File: src/rtl/arc_pkg.sv
// Shared types and constants for the ARP resolver cache.
`timescale 1ns / 1ps
package arc_pkg;

  // Request commands
  localparam logic [1:0] CMD_PKT    = 2'd0;
  localparam logic [1:0] CMD_LOOKUP = 2'd1;
  localparam logic [1:0] CMD_TICK   = 2'd2;

  // Result kinds
  localparam logic [1:0] KIND_HIT   = 2'd0;
  localparam logic [1:0] KIND_MISS  = 2'd1;
  localparam logic [1:0] KIND_OWN   = 2'd2;
  localparam logic [1:0] KIND_REPLY = 2'd3;

  // Outgoing frame opcodes
  localparam logic [1:0] TX_NONE    = 2'd0;
  localparam logic [1:0] TX_REQUEST = 2'd1;
  localparam logic [1:0] TX_REPLY   = 2'd2;

  // ARP header values
  localparam logic [15:0] HW_ETHER     = 16'h0001;
  localparam logic [15:0] PROTO_IPV4   = 16'h0800;
  localparam logic [15:0] ARP_OP_REQ   = 16'h0001;
  localparam logic [15:0] ARP_OP_REPLY = 16'h0002;

  // Configuration register indexes
  localparam logic [1:0] REG_MY_IP  = 2'd0;
  localparam logic [1:0] REG_MY_MAC = 2'd1;
  localparam logic [1:0] REG_EXPIRY = 2'd2;

  localparam logic [31:0] EXPIRY_RESET = 32'd60;
  localparam logic [47:0] BCAST_MAC    = 48'hFFFF_FFFF_FFFF;

  typedef struct packed {
    logic [31:0] ip;
    logic [47:0] mac;
    logic [31:0] stamp;
  } cache_entry_t;

  typedef struct packed {
    logic       lat_en;
    logic       now_inc;
    logic       idx_clr;
    logic       idx_inc;
    logic       rd_en;
    logic       mem_we;
    logic       ins;
    logic       out_load;
    logic [1:0] kind;
  } ctrl_cmd_t;

  typedef struct packed {
    logic [1:0] cmd;
    logic       pkt_ok;
    logic       tip_mine;
    logic       q_mine;
    logic       op_req;
    logic       match;
    logic       idx_last;
    logic       live;
    logic       out_free;
  } dp_status_t;

endpackage

File: src/rtl/arc_ctrl.sv
// Sequencer for the ARP resolver cache: decode, table scan, update, result.
`timescale 1ns / 1ps
module arc_ctrl (
  input  logic                  clk,
  input  logic                  rst_n,
  input  logic                  in_valid,
  output logic                  in_ready,
  input  arc_pkg::dp_status_t   st,
  output arc_pkg::ctrl_cmd_t    cmd
);

  typedef enum logic [2:0] {
    ST_IDLE,
    ST_DECODE,
    ST_READ,
    ST_CMP,
    ST_FINISH,
    ST_RESULT
  } state_t;

  state_t     state_r, state_nxt;
  logic       found_r, found_nxt;
  logic [1:0] kind_r, kind_nxt;

  always_comb begin
    state_nxt = state_r;
    found_nxt = found_r;
    kind_nxt  = kind_r;
    cmd       = '0;
    cmd.kind  = kind_r;
    in_ready  = 1'b0;
    case (state_r)
      ST_IDLE: begin
        in_ready = 1'b1;
        if (in_valid) begin
          cmd.lat_en = 1'b1;
          state_nxt  = ST_DECODE;
        end
      end
      ST_DECODE: begin
        case (st.cmd)
          arc_pkg::CMD_TICK: begin
            cmd.now_inc = 1'b1;
            state_nxt   = ST_IDLE;
          end
          arc_pkg::CMD_LOOKUP: begin
            if (st.q_mine) begin
              kind_nxt  = arc_pkg::KIND_OWN;
              state_nxt = ST_RESULT;
            end else begin
              cmd.idx_clr = 1'b1;
              state_nxt   = ST_READ;
            end
          end
          arc_pkg::CMD_PKT: begin
            if (st.pkt_ok) begin
              cmd.idx_clr = 1'b1;
              state_nxt   = ST_READ;
            end else begin
              state_nxt = ST_IDLE;
            end
          end
          default: state_nxt = ST_IDLE;
        endcase
      end
      ST_READ: begin
        cmd.rd_en = 1'b1;
        state_nxt = ST_CMP;
      end
      ST_CMP: begin
        if (st.match) begin
          found_nxt = 1'b1;
          state_nxt = ST_FINISH;
        end else if (st.idx_last) begin
          found_nxt = 1'b0;
          state_nxt = ST_FINISH;
        end else begin
          cmd.idx_inc = 1'b1;
          state_nxt   = ST_READ;
        end
      end
      ST_FINISH: begin
        if (st.cmd == arc_pkg::CMD_PKT) begin
          cmd.mem_we = found_r || st.tip_mine;
          cmd.ins    = !found_r && st.tip_mine;
          if (st.tip_mine && st.op_req) begin
            kind_nxt  = arc_pkg::KIND_REPLY;
            state_nxt = ST_RESULT;
          end else begin
            state_nxt = ST_IDLE;
          end
        end else begin
          kind_nxt  = (found_r && st.live) ? arc_pkg::KIND_HIT : arc_pkg::KIND_MISS;
          state_nxt = ST_RESULT;
        end
      end
      ST_RESULT: begin
        if (st.out_free) begin
          cmd.out_load = 1'b1;
          state_nxt    = ST_IDLE;
        end
      end
      default: state_nxt = ST_IDLE;
    endcase
  end

  always_ff @(posedge clk) begin
    if (!rst_n) begin
      state_r <= ST_IDLE;
      found_r <= 1'b0;
      kind_r  <= arc_pkg::KIND_HIT;
    end else begin
      state_r <= state_nxt;
      found_r <= found_nxt;
      kind_r  <= kind_nxt;
    end
  end

  a_accept_decodes: assert property (@(posedge clk) disable iff (!rst_n)
    (in_valid && in_ready) |=> (state_r == ST_DECODE))
    else $error("accepted request did not move to decode");

  a_insert_on_miss: assert property (@(posedge clk) disable iff (!rst_n)
    cmd.ins |-> !found_r)
    else $error("insert issued for a sender already in the table");

  a_load_to_idle: assert property (@(posedge clk) disable iff (!rst_n)
    cmd.out_load |=> (state_r == ST_IDLE))
    else $error("sequencer not idle after result load");

  a_scan_continues: assert property (@(posedge clk) disable iff (!rst_n)
    (state_r == ST_CMP && !st.match && !st.idx_last) |=> (state_r == ST_READ))
    else $error("table scan stopped early");

endmodule

File: src/rtl/arc_datapath.sv
// Datapath: config registers, request latch, cache table, tick clock, result register.
`timescale 1ns / 1ps
module arc_datapath #(
  parameter int CACHE_ENTRIES = 16
) (
  input  logic                clk,
  input  logic                rst_n,
  input  logic                cfg_we,
  input  logic [1:0]          cfg_index,
  input  logic [47:0]         cfg_wdata,
  input  logic [1:0]          in_cmd,
  input  logic [15:0]         in_hw_type,
  input  logic [15:0]         in_proto_type,
  input  logic [15:0]         in_opcode,
  input  logic [31:0]         in_src_ip,
  input  logic [47:0]         in_sender_mac,
  input  logic [31:0]         in_dst_ip,
  input  logic [31:0]         in_query_ip,
  output logic                out_valid,
  input  logic                out_ready,
  output logic [1:0]          out_kind,
  output logic [47:0]         out_found_mac,
  output logic [1:0]          out_tx_opcode,
  output logic [47:0]         out_tx_dest_mac,
  output logic [31:0]         out_tx_target_ip,
  output logic [47:0]         out_tx_target_mac,
  input  arc_pkg::ctrl_cmd_t  cmd,
  output arc_pkg::dp_status_t st
);

  localparam int IDX_W = $clog2(CACHE_ENTRIES);
  localparam logic [IDX_W-1:0] IDX_LAST = IDX_W'(CACHE_ENTRIES - 1);

  logic [31:0] my_ip_r;
  logic [47:0] my_mac_r;
  logic [31:0] expiry_r;
  logic [31:0] now_r;

  logic [1:0]  lat_cmd_r;
  logic [15:0] lat_hw_r, lat_proto_r, lat_op_r;
  logic [31:0] lat_sip_r, lat_tip_r, lat_query_r;
  logic [47:0] lat_smac_r;

  logic [IDX_W-1:0]         idx_r, ptr_r, wr_addr;
  logic [CACHE_ENTRIES-1:0] vld_r;
  arc_pkg::cache_entry_t    mem [CACHE_ENTRIES];
  arc_pkg::cache_entry_t    rd_entry_r, wr_entry;
  logic                     rd_vld_r;
  logic [31:0]              key, age;

  logic        out_valid_r;
  logic [1:0]  out_kind_r, out_op_r;
  logic [47:0] out_mac_r, out_dmac_r, out_tmac_r;
  logic [31:0] out_tip_r;

  // Configuration and tick clock
  always_ff @(posedge clk) begin
    if (!rst_n) begin
      my_ip_r  <= '0;
      my_mac_r <= '0;
      expiry_r <= arc_pkg::EXPIRY_RESET;
      now_r    <= '0;
    end else begin
      if (cfg_we) begin
        case (cfg_index)
          arc_pkg::REG_MY_IP:  my_ip_r  <= cfg_wdata[31:0];
          arc_pkg::REG_MY_MAC: my_mac_r <= cfg_wdata;
          arc_pkg::REG_EXPIRY: expiry_r <= cfg_wdata[31:0];
          default: ;
        endcase
      end
      if (cmd.now_inc) now_r <= now_r + 32'd1;
    end
  end

  // Request latch
  always_ff @(posedge clk) begin
    if (cmd.lat_en) begin
      lat_cmd_r   <= in_cmd;
      lat_hw_r    <= in_hw_type;
      lat_proto_r <= in_proto_type;
      lat_op_r    <= in_opcode;
      lat_sip_r   <= in_src_ip;
      lat_smac_r  <= in_sender_mac;
      lat_tip_r   <= in_dst_ip;
      lat_query_r <= in_query_ip;
    end
  end

  // Scan index, replacement pointer and valid bits
  always_ff @(posedge clk) begin
    if (!rst_n) begin
      idx_r <= '0;
      ptr_r <= '0;
      vld_r <= '0;
    end else begin
      if (cmd.idx_clr) idx_r <= '0;
      else if (cmd.idx_inc) idx_r <= idx_r + IDX_W'(1);
      if (cmd.ins) begin
        vld_r[ptr_r] <= 1'b1;
        ptr_r        <= (ptr_r == IDX_LAST) ? '0 : ptr_r + IDX_W'(1);
      end
    end
  end

  assign wr_addr = cmd.ins ? ptr_r : idx_r;
  assign wr_entry = '{ip: lat_sip_r, mac: lat_smac_r, stamp: now_r};

  // Cache table: one write and one registered read per cycle
  always_ff @(posedge clk) begin
    if (cmd.mem_we) mem[wr_addr] <= wr_entry;
    if (cmd.rd_en) begin
      rd_entry_r <= mem[idx_r];
      rd_vld_r   <= vld_r[idx_r];
    end
  end

  assign key = (lat_cmd_r == arc_pkg::CMD_LOOKUP) ? lat_query_r : lat_sip_r;
  assign age = now_r - rd_entry_r.stamp;

  always_comb begin
    st.cmd      = lat_cmd_r;
    st.pkt_ok   = (lat_hw_r == arc_pkg::HW_ETHER) && (lat_proto_r == arc_pkg::PROTO_IPV4);
    st.tip_mine = (lat_tip_r == my_ip_r);
    st.q_mine   = (lat_query_r == my_ip_r);
    st.op_req   = (lat_op_r == arc_pkg::ARP_OP_REQ);
    st.match    = rd_vld_r && (rd_entry_r.ip == key);
    st.idx_last = (idx_r == IDX_LAST);
    st.live     = (age <= expiry_r);
    st.out_free = !out_valid_r || out_ready;
  end

  // Result register
  always_ff @(posedge clk) begin
    if (!rst_n) begin
      out_valid_r <= 1'b0;
    end else if (cmd.out_load) begin
      out_valid_r <= 1'b1;
    end else if (out_ready) begin
      out_valid_r <= 1'b0;
    end
  end

  always_ff @(posedge clk) begin
    if (cmd.out_load) begin
      out_kind_r <= cmd.kind;
      out_mac_r  <= '0;
      out_op_r   <= arc_pkg::TX_NONE;
      out_dmac_r <= '0;
      out_tip_r  <= '0;
      out_tmac_r <= '0;
      case (cmd.kind)
        arc_pkg::KIND_HIT: out_mac_r <= rd_entry_r.mac;
        arc_pkg::KIND_OWN: out_mac_r <= my_mac_r;
        arc_pkg::KIND_MISS: begin
          out_op_r   <= arc_pkg::TX_REQUEST;
          out_dmac_r <= arc_pkg::BCAST_MAC;
          out_tip_r  <= lat_query_r;
        end
        arc_pkg::KIND_REPLY: begin
          out_op_r   <= arc_pkg::TX_REPLY;
          out_dmac_r <= lat_smac_r;
          out_tip_r  <= lat_sip_r;
          out_tmac_r <= lat_smac_r;
        end
        default: ;
      endcase
    end
  end

  assign out_valid         = out_valid_r;
  assign out_kind          = out_kind_r;
  assign out_found_mac     = out_mac_r;
  assign out_tx_opcode     = out_op_r;
  assign out_tx_dest_mac   = out_dmac_r;
  assign out_tx_target_ip  = out_tip_r;
  assign out_tx_target_mac = out_tmac_r;

endmodule

File: src/rtl/arp_resolver_cache_core.sv
// Top level of the ARP resolver cache: sequencer plus datapath.
`timescale 1ns / 1ps
// How to use this block:
// - Input channel (in_*): one request per valid/ready handshake. in_cmd selects a
//   received ARP packet, an address lookup or a time tick; unused fields are ignored.
// - Result channel (out_*): zero or one result per request, valid/ready. A lookup
//   always answers (hit, miss asking for a broadcast request, or own address); a
//   packet answers only with a reply to send when it is a request for our IP.
// - Configuration (cfg_*): write my_ip, my_mac or expiry_ticks while idle; writes
//   take effect at the next clock edge.
// - Timing: in_ready is high only while the sequencer is idle, so requests are
//   handled one at a time. A tick, a packet that is not Ethernet/IPv4 or an
//   unknown command returns to idle from the decode state. A lookup of our own IP
//   goes straight from decode to the result state. Otherwise the table is scanned
//   through its single read port, a read and a compare per entry, stopping at the
//   first match, with at most CACHE_ENTRIES entries examined; a finish state then
//   updates the table for a packet or picks hit or miss for a lookup.
// - Reset (rst_n, synchronous): clear all valid bits, the tick clock, the
//   replacement pointer, my_ip, my_mac and the state; no clearing sweep is needed.
// - Stall: a result waits in the output register; if it is still held when the
//   next result is ready, the sequencer holds until out_ready frees the register.
module arp_resolver_cache_core #(
  parameter int CACHE_ENTRIES = 16
) (
  input  logic        clk,
  input  logic        rst_n,
  // configuration
  input  logic        cfg_we,
  input  logic [1:0]  cfg_index,
  input  logic [47:0] cfg_wdata,
  // request channel
  input  logic        in_valid,
  output logic        in_ready,
  input  logic [1:0]  in_cmd,
  input  logic [15:0] in_hw_type,
  input  logic [15:0] in_proto_type,
  input  logic [15:0] in_opcode,
  input  logic [31:0] in_src_ip,
  input  logic [47:0] in_sender_mac,
  input  logic [31:0] in_dst_ip,
  input  logic [31:0] in_query_ip,
  // result channel
  output logic        out_valid,
  input  logic        out_ready,
  output logic [1:0]  out_kind,
  output logic [47:0] out_found_mac,
  output logic [1:0]  out_tx_opcode,
  output logic [47:0] out_tx_dest_mac,
  output logic [31:0] out_tx_target_ip,
  output logic [47:0] out_tx_target_mac
);

  // Commands from the sequencer and status back from the datapath
  arc_pkg::ctrl_cmd_t  ctrl_cmd;
  arc_pkg::dp_status_t dp_st;

  arc_ctrl u_ctrl (
    .clk      (clk),
    .rst_n    (rst_n),
    .in_valid (in_valid),
    .in_ready (in_ready),
    .st       (dp_st),
    .cmd      (ctrl_cmd)
  );

  // Table, registers and result register; the table size sets the scan length
  arc_datapath #(
    .CACHE_ENTRIES (CACHE_ENTRIES)
  ) u_dp (
    .clk               (clk),
    .rst_n             (rst_n),
    .cfg_we            (cfg_we),
    .cfg_index         (cfg_index),
    .cfg_wdata         (cfg_wdata),
    .in_cmd            (in_cmd),
    .in_hw_type        (in_hw_type),
    .in_proto_type     (in_proto_type),
    .in_opcode         (in_opcode),
    .in_src_ip         (in_src_ip),
    .in_sender_mac     (in_sender_mac),
    .in_dst_ip         (in_dst_ip),
    .in_query_ip       (in_query_ip),
    .out_valid         (out_valid),
    .out_ready         (out_ready),
    .out_kind          (out_kind),
    .out_found_mac     (out_found_mac),
    .out_tx_opcode     (out_tx_opcode),
    .out_tx_dest_mac   (out_tx_dest_mac),
    .out_tx_target_ip  (out_tx_target_ip),
    .out_tx_target_mac (out_tx_target_mac),
    .cmd               (ctrl_cmd),
    .st                (dp_st)
  );

endmodule
File: config.mk
export PLATFORM = sky130hd
export DESIGN_NAME = arp_resolver_cache_core
export DESIGN_NICKNAME = d
export VERILOG_FILES = /design/src/rtl/arc_pkg.sv /design/src/rtl/arc_ctrl.sv /design/src/rtl/arc_datapath.sv /design/src/rtl/arp_resolver_cache_core.sv
export SDC_FILE = /design/constraint.sdc
export NUM_CORES = 2
export LEC_CHECK = 0
export ABC_CLOCK_PERIOD_IN_PS = 28700
export BUFFER_PORTS_ARGS = -buffer_cell sky130_fd_sc_hd__buf_4
export CORE_MARGIN = 1.5
export CORE_UTILIZATION = 45
export DETAILED_ROUTE_END_ITERATION = 16
export MAX_ROUTING_LAYER = met4
export PLACE_DENSITY = 0.63
export SLEW_MARGIN = 20
export SYNTH_ARGS = -nofsm -noshare
export SYNTH_HDL_FRONTEND = slang
export SYNTH_SLANG_ARGS = --single-unit
File: constraint.sdc
create_clock -name clk -period 28.7 [get_ports clk]
set_input_delay 5.74 -clock clk [delete_from_list [all_inputs] [get_ports clk]]
set_output_delay 5.74 -clock clk [all_outputs]
set_load 0.005 [all_outputs]
After elaboration in Yosys (flattened, before gate mapping)
Memories as Yosys holds them, arrays and structs flattened. A register that Yosys moved wholly into a read port is not among the register bits.
Index checks and enable logic that the tools add are counted.
{"block": "totals", "elab_cells": 135, "output_inout_bits": 182, "ff_bits": 550, "memories": 1, "input_bits": 249, "ramBits": 1792}
{"block": "classes", "n_reduce_logical": 24, "n_mux": 49, "eq_ne": 25, "n_bitwise": 2, "n_lt_le_gt_ge": 4, "addsub": 4}
{"name": "u_dp.mem", "words": 16, "width": 112, "rd": 1, "rd_ports_with_merged_regs": 1, "write_ports": 1, "line_no": "arc_datapath.sv:46", "source": "arc_pkg::cache_entry_t mem [CACHE_ENTRIES];"}
{"operator": "one-hot mux 48 bit (2 select lines)", "count": 2}
{"operator": "equality test 32 bit", "count": 3}
{"operator": "one-hot mux 32 bit (2 select lines)", "count": 1}
{"operator": "adder 32 x 1 -> 32 bit, second input constant", "count": 1}
{"operator": "equality test 16 x 1 -> 1 bit, second input constant", "count": 2}
{"operator": "less-or-equal comparator 32 bit", "count": 1}
{"operator": "two-way mux 32 bit", "count": 1}
{"operator": "subtractor 32 bit", "count": 1}
{"operator": "two-way mux 1 bit", "count": 21}
{"operator": "two-way mux 3 bit", "count": 7}
{"operator": "one-hot mux 3 bit (6 select lines)", "count": 1}
{"operator": "equality test 16 x 12 -> 1 bit, second input constant", "count": 1}
{"operator": "two-way mux 2 bit", "count": 8}
{"operator": "bitwise OR 16 bit", "count": 1}
{"operator": "< comparator 4 x 5 -> 1 bit, second input constant", "count": 2}
{"operator": "AND reduction 2 bit", "count": 5}
{"operator": "adder 4 x 1 -> 4 bit, second input constant", "count": 2}
{"operator": "equality test 2 bit, second input constant", "count": 4}
{"operator": "equality test 4 bit, second input constant", "count": 2}
{"operator": "two-way mux 4 bit", "count": 2}
{"operator": "!= test 2 bit, second input constant", "count": 4}
{"operator": "one-hot mux 2 bit (2 select lines)", "count": 2}
{"operator": "equality test 2 x 1 -> 1 bit, second input constant", "count": 3}
{"operator": "equality test 3 x 2 -> 1 bit, second input constant", "count": 2}
{"operator": "other kinds (17)", "count": 29}

Logic depth before layout (Yosys ltp)
{"block": "logic_depth", "ltp_word": 6, "mapped_depth": 20, "mapped_depth_nobuf": 20}

Modules after synthesis
Synthesis repeated with hierarchy kept, for this count alone.
{"block": "hier_totals", "cells_unflattened": 4729, "hier_area_um2": 95178.8}
{"mod": "arc_datapath", "area_per_inst_um2": 94735.9, "n_inst": 1, "cells_each": 4671, "seq_area_each_um2": 71818.9}
{"mod": "arc_ctrl", "area_per_inst_um2": 442.9, "n_inst": 1, "cells_each": 58, "seq_area_each_um2": 120.1}

Worst setup path before layout
OpenSTA, ideal clock, no wires.
{"block": "synth_timing", "path_kind": "input -> register", "start": "input port out_ready", "end": "register u_dp.out_mac_r[0] (netlist: u_dp.out_found_mac[0]), enable pin", "required_time_ns": 27.958, "setup_time_ns": 0.742, "setup_slack_ns": 14.175, "cell_stages": 2, "arrival_time_ns": 13.783, "cell_sequence": "nand2b_1 > nor2b_1"}
{"element": "from (decl)", "line_no": "arp_resolver_cache_core.sv:44", "source": "input logic out_ready,"}
{"element": "to (signal assigned)", "line_no": "arc_datapath.sv:153", "source": "arc_pkg::KIND_HIT: out_mac_r <= rd_entry_r.mac;"}
{"element": "to (signal assigned)", "line_no": "arc_datapath.sv:154", "source": "arc_pkg::KIND_OWN: out_mac_r <= my_mac_r;"}
{"element": "to (decl)", "line_no": "arc_datapath.sv:53", "source": "logic [47:0] out_mac_r, out_dmac_r, out_tmac_r;"}

==> flow_summary.json <==
{
  "drc_errors": 0,
  "ys.flop_type": "edfxtp_1",
  "synth_edf_count": 2279,
  "drive_above_1_share": 0.272,
  "core_mm2": 0.209,
  "clockBufferDepth": 3,
  "whs_path_depth": 2,
  "path_class": "primary input to flip-flop",
  "die_h_um": 461,
  "ir_worst_vdd_v": 0.0000631,
  "hp-start": "u_dp.expiry_r[14]",
  "fin_nets": 5559,
  "synthSimpleGateAreaFrac": 0.0344,
  "numPortBuffers": 430,
  "combPwrFrac": 0.015,
  "post_cts_resized": 0,
  "cp-end-kind": "flip-flop",
  "vias": 47300,
  "multiInputGateArea_mm2": 0.0215,
  "maxCapViolCount": 0,
  "min_to": "u_dp.expiry_r[14]",
  "nFillCells": 16300,
  "clk_pin_slew_worst_paths_ns": 0.07,
  "die_x_um": 461,
  "initial_core_util": 0.452,
  "rsz0062_at_grt": "no",
  "fmax_mhz": 118,
  "htreeDepth": 4,
  "critPathSlowestCell": "buf_4",
  "syn_avg_cell_area_um2": 20.1,
  "path_cells": "buf_4 > nand2b_1 > nor2b_4 > buf_4 > buf_4 > buf_4",
  "synth_xor_area_frac": 0.0137,
  "pwr-share-clk": 0.430,
  "max-slew-margin-rel": 0.232,
  "syn_inst": 4696,
  "first_pass_iters": 7,
  "ys_top_cells_by_count": "edfxtp_1 (2279), mux4_2 (565), nand2_1 (275), dfxtp_1 (175)",
  "ys_async_sr_fraction": 0,
  "seqPwrFrac": 0.556,
  "synthAdderAreaFrac": 0.00934,
  "hold_slack_ns": 0.456,
  "clk_latency_ns": 0.91,
  "worstRegToRegCells": 20,
  "cp.required_ns": 29.23,
  "synth_seq_cells": 2454,
  "gp_congestion": 0.874,
  "first_iter_violations": 5057,
  "cts_root_buf": "clkbuf_16",
  "seqCellArea_mm2": 0.0720,
  "ff2ff_setup_slack_ns": 22.54,
  "syn2layout_area_growth_pct": 15.4,
  "final_antenna_net_count": 0,
  "leakage_nw": 35.1,
  "yosysUniqueCellTypes": 66,
  "grt_start_max_net_pins": 94,
  "cpPeakStageDelay_ns": 0.78,
  "cts_hold_buffers": 0,
  "worst-path-stages": 6,
  "cts_buffers": 237,
  "synth_mux_area_frac": 0.147,
  "path_delay_family": "buffers and inverters",
  "crit_buf_inv": 4,
  "wl_mm": 242,
  "setup_viol": 0,
  "cts.sinks": 2454,
  "final-hold-violation-count": 0,
  "power.switching_mw": 1.48,
  "ios": 431,
  "finalCritPeriodShare": 0.295,
  "finalClockSkew_ns": 0.0707,
  "drv_slew": 0,
  "routedWlPerCell_um": 29.3,
  "num_rows": 168,
  "r2r-start": "u_dp.now_r[0]",
  "grt.total_usage": 0.235,
  "grt_antenna_before_repair": 7,
  "vias_per_cell": 5.73,
  "worstReg2RegEnd": "u_ctrl.kind_r[0]",
  "grt_overflow_total": 0,
  "grt_pass1_wl_mm": 344,
  "path_max_fanout": 67,
  "hp-class": "flip-flop to flip-flop",
  "grt_pass1_vias": 47700,
  "p_sw_frac": 0.207,
  "post-dp-hpwl_mm": 142,
  "seq_area_frac_synth": 0.761,
  "dieArea_mm2": 0.213,
  "crit_top_cell": "buf_4",
  "min_period_ns": 8.47,
  "synth_top_family_by_area": "multiplexers",
  "cts_tree": "yes",
  "synth_fp_nets": 5015,
  "yosys.area.top_type_share": 0.724,
  "worst-slew-pin-transition_ns": 1.15,
  "synth-compound-area-share": 0.0208,
  "final.setup.tns_ns": 0,
  "synthesis.area_mm2": 0.0946,
  "synth_most_common_cell": "edfxtp_1",
  "synth_area_leaders": "edfxtp_1 (72%), mux4_2 (13%), dfxtp_1 (3.7%)",
  "worstSetupStartpoint": "out_ready",
  "cts_setup_buffers": 0,
  "internal_power_mw": 5.67,
  "crit_arrival_ns": 9.00,
  "yosys.area.top_type": "edfxtp_1",
  "status": "finished, final reports clean",
  "start_kind": "primary input",
  "yosysWarnings": 0,
  "power_density_mw_per_mm2": 65.5
}
logic make-up after synthesis:
| logic type | count (synthesis) |
|---|---|
| XOR/XNOR | 148 |
| flip-flops | 2454 |
| buffers and inverters | 346 |
| AO/OA/AOI/OAI | 323 |
| AND/OR/NAND/NOR | 670 |
| adder cells (fa/ha/maj) | 70 |
| multiplexers | 685 |
sequential cells by signal, indices dropped and copies added (netlist names), 32 cells and up:
name,cells
u_dp.expiry_r,32
u_dp.lat_query_r,32
u_dp.lat_sip_r,32
u_dp.lat_smac_r,48
u_dp.lat_tip_r,32
u_dp.mem,1792
u_dp.my_ip_r,32
u_dp.my_mac_r,48
u_dp.now_r,32
u_dp.out_found_mac,48
u_dp.out_tx_dest_mac,48
u_dp.out_tx_target_ip,32
u_dp.out_tx_target_mac,48
u_dp.rd_entry_r,112
routing by layer:
layer	global-route usage	part of all wire	vias up
met4	0.0971	0.044	0
met3	0.0342	0.061	381
met2	0.368	0.49	1686
li1	-	-	20000
met5	-	0	-
met1	0.309	0.41	25200
how the worst max path moves through the flow:
stage / slack, ns / end
after global placement: 19.44 / u_dp.out_found_mac[2]
after detailed placement: 19.34 / u_dp.out_found_mac[31]
after global routing: 20.10 / u_dp.out_found_mac[4]
after CTS: 20.30 / u_dp.out_found_mac[4]
after floorplan: 14.18 / u_dp.out_found_mac[0]
final: 20.23 / u_dp.out_found_mac[7]
worst min-delay path, delay by kind of cell (launching register included):
kind	cells	cell delay (ns)
AO/OA/AOI/OAI	1	0.05
AND/OR/NAND/NOR	1	0.05
flip-flops	1	0.31
area by class of cell:
type,count,area share
well taps,2805,0.0322
clock buffers,314,0.0585
multi-input cells,1896,0.197
flip-flops and latches,2454,0.659
diodes,3,0.0000688
clock inverters,137,0.0122
repair buffers,525,0.0366
inverters,126,0.00438
power groups by stage:
stage / clock network (mW) / registers (mW) / logic, mW
after floorplan: 0 / 4.02 / 0.0489
after global placement: 0 / 4.05 / 0.103
after detailed placement: 0 / 4.05 / 0.105
after CTS: 3.12 / 3.97 / 0.105
after global routing: 3.25 / 3.98 / 0.112
final: 3.07 / 3.98 / 0.105
per-stage QoR:
step	instances	instance area, µm²	utilization	setup WS (ns)	total power, mW
finish	8260	109000	0.522	20.23	7.15
global route	8260	109000	0.522	20.10	7.34
floorplan	4696	94600	-	14.18	4.07
global placement	7803	101000	0.485	19.44	4.15
CTS	8256	109000	0.522	20.30	7.20
detailed placement	7805	101000	0.485	19.34	4.16
cells in the final DEF (no fill, tap or decap), types with 62 or more instances in the layout:
| cell | n |
|---|---|
| edfxtp_1 | 2279 |
| mux4_2 | 565 |
| buf_4 | 520 |
| nand2_1 | 275 |
| clkbuf_16 | 237 |
| dfxtp_1 | 169 |
| a21oi_1 | 156 |
| inv_1 | 125 |
| mux2i_1 | 120 |
| nor2_1 | 111 |
| xor2_1 | 86 |
| ha_1 | 69 |
| xnor2_1 | 62 |
Note: power is estimated with default switching activity, not from simulation.
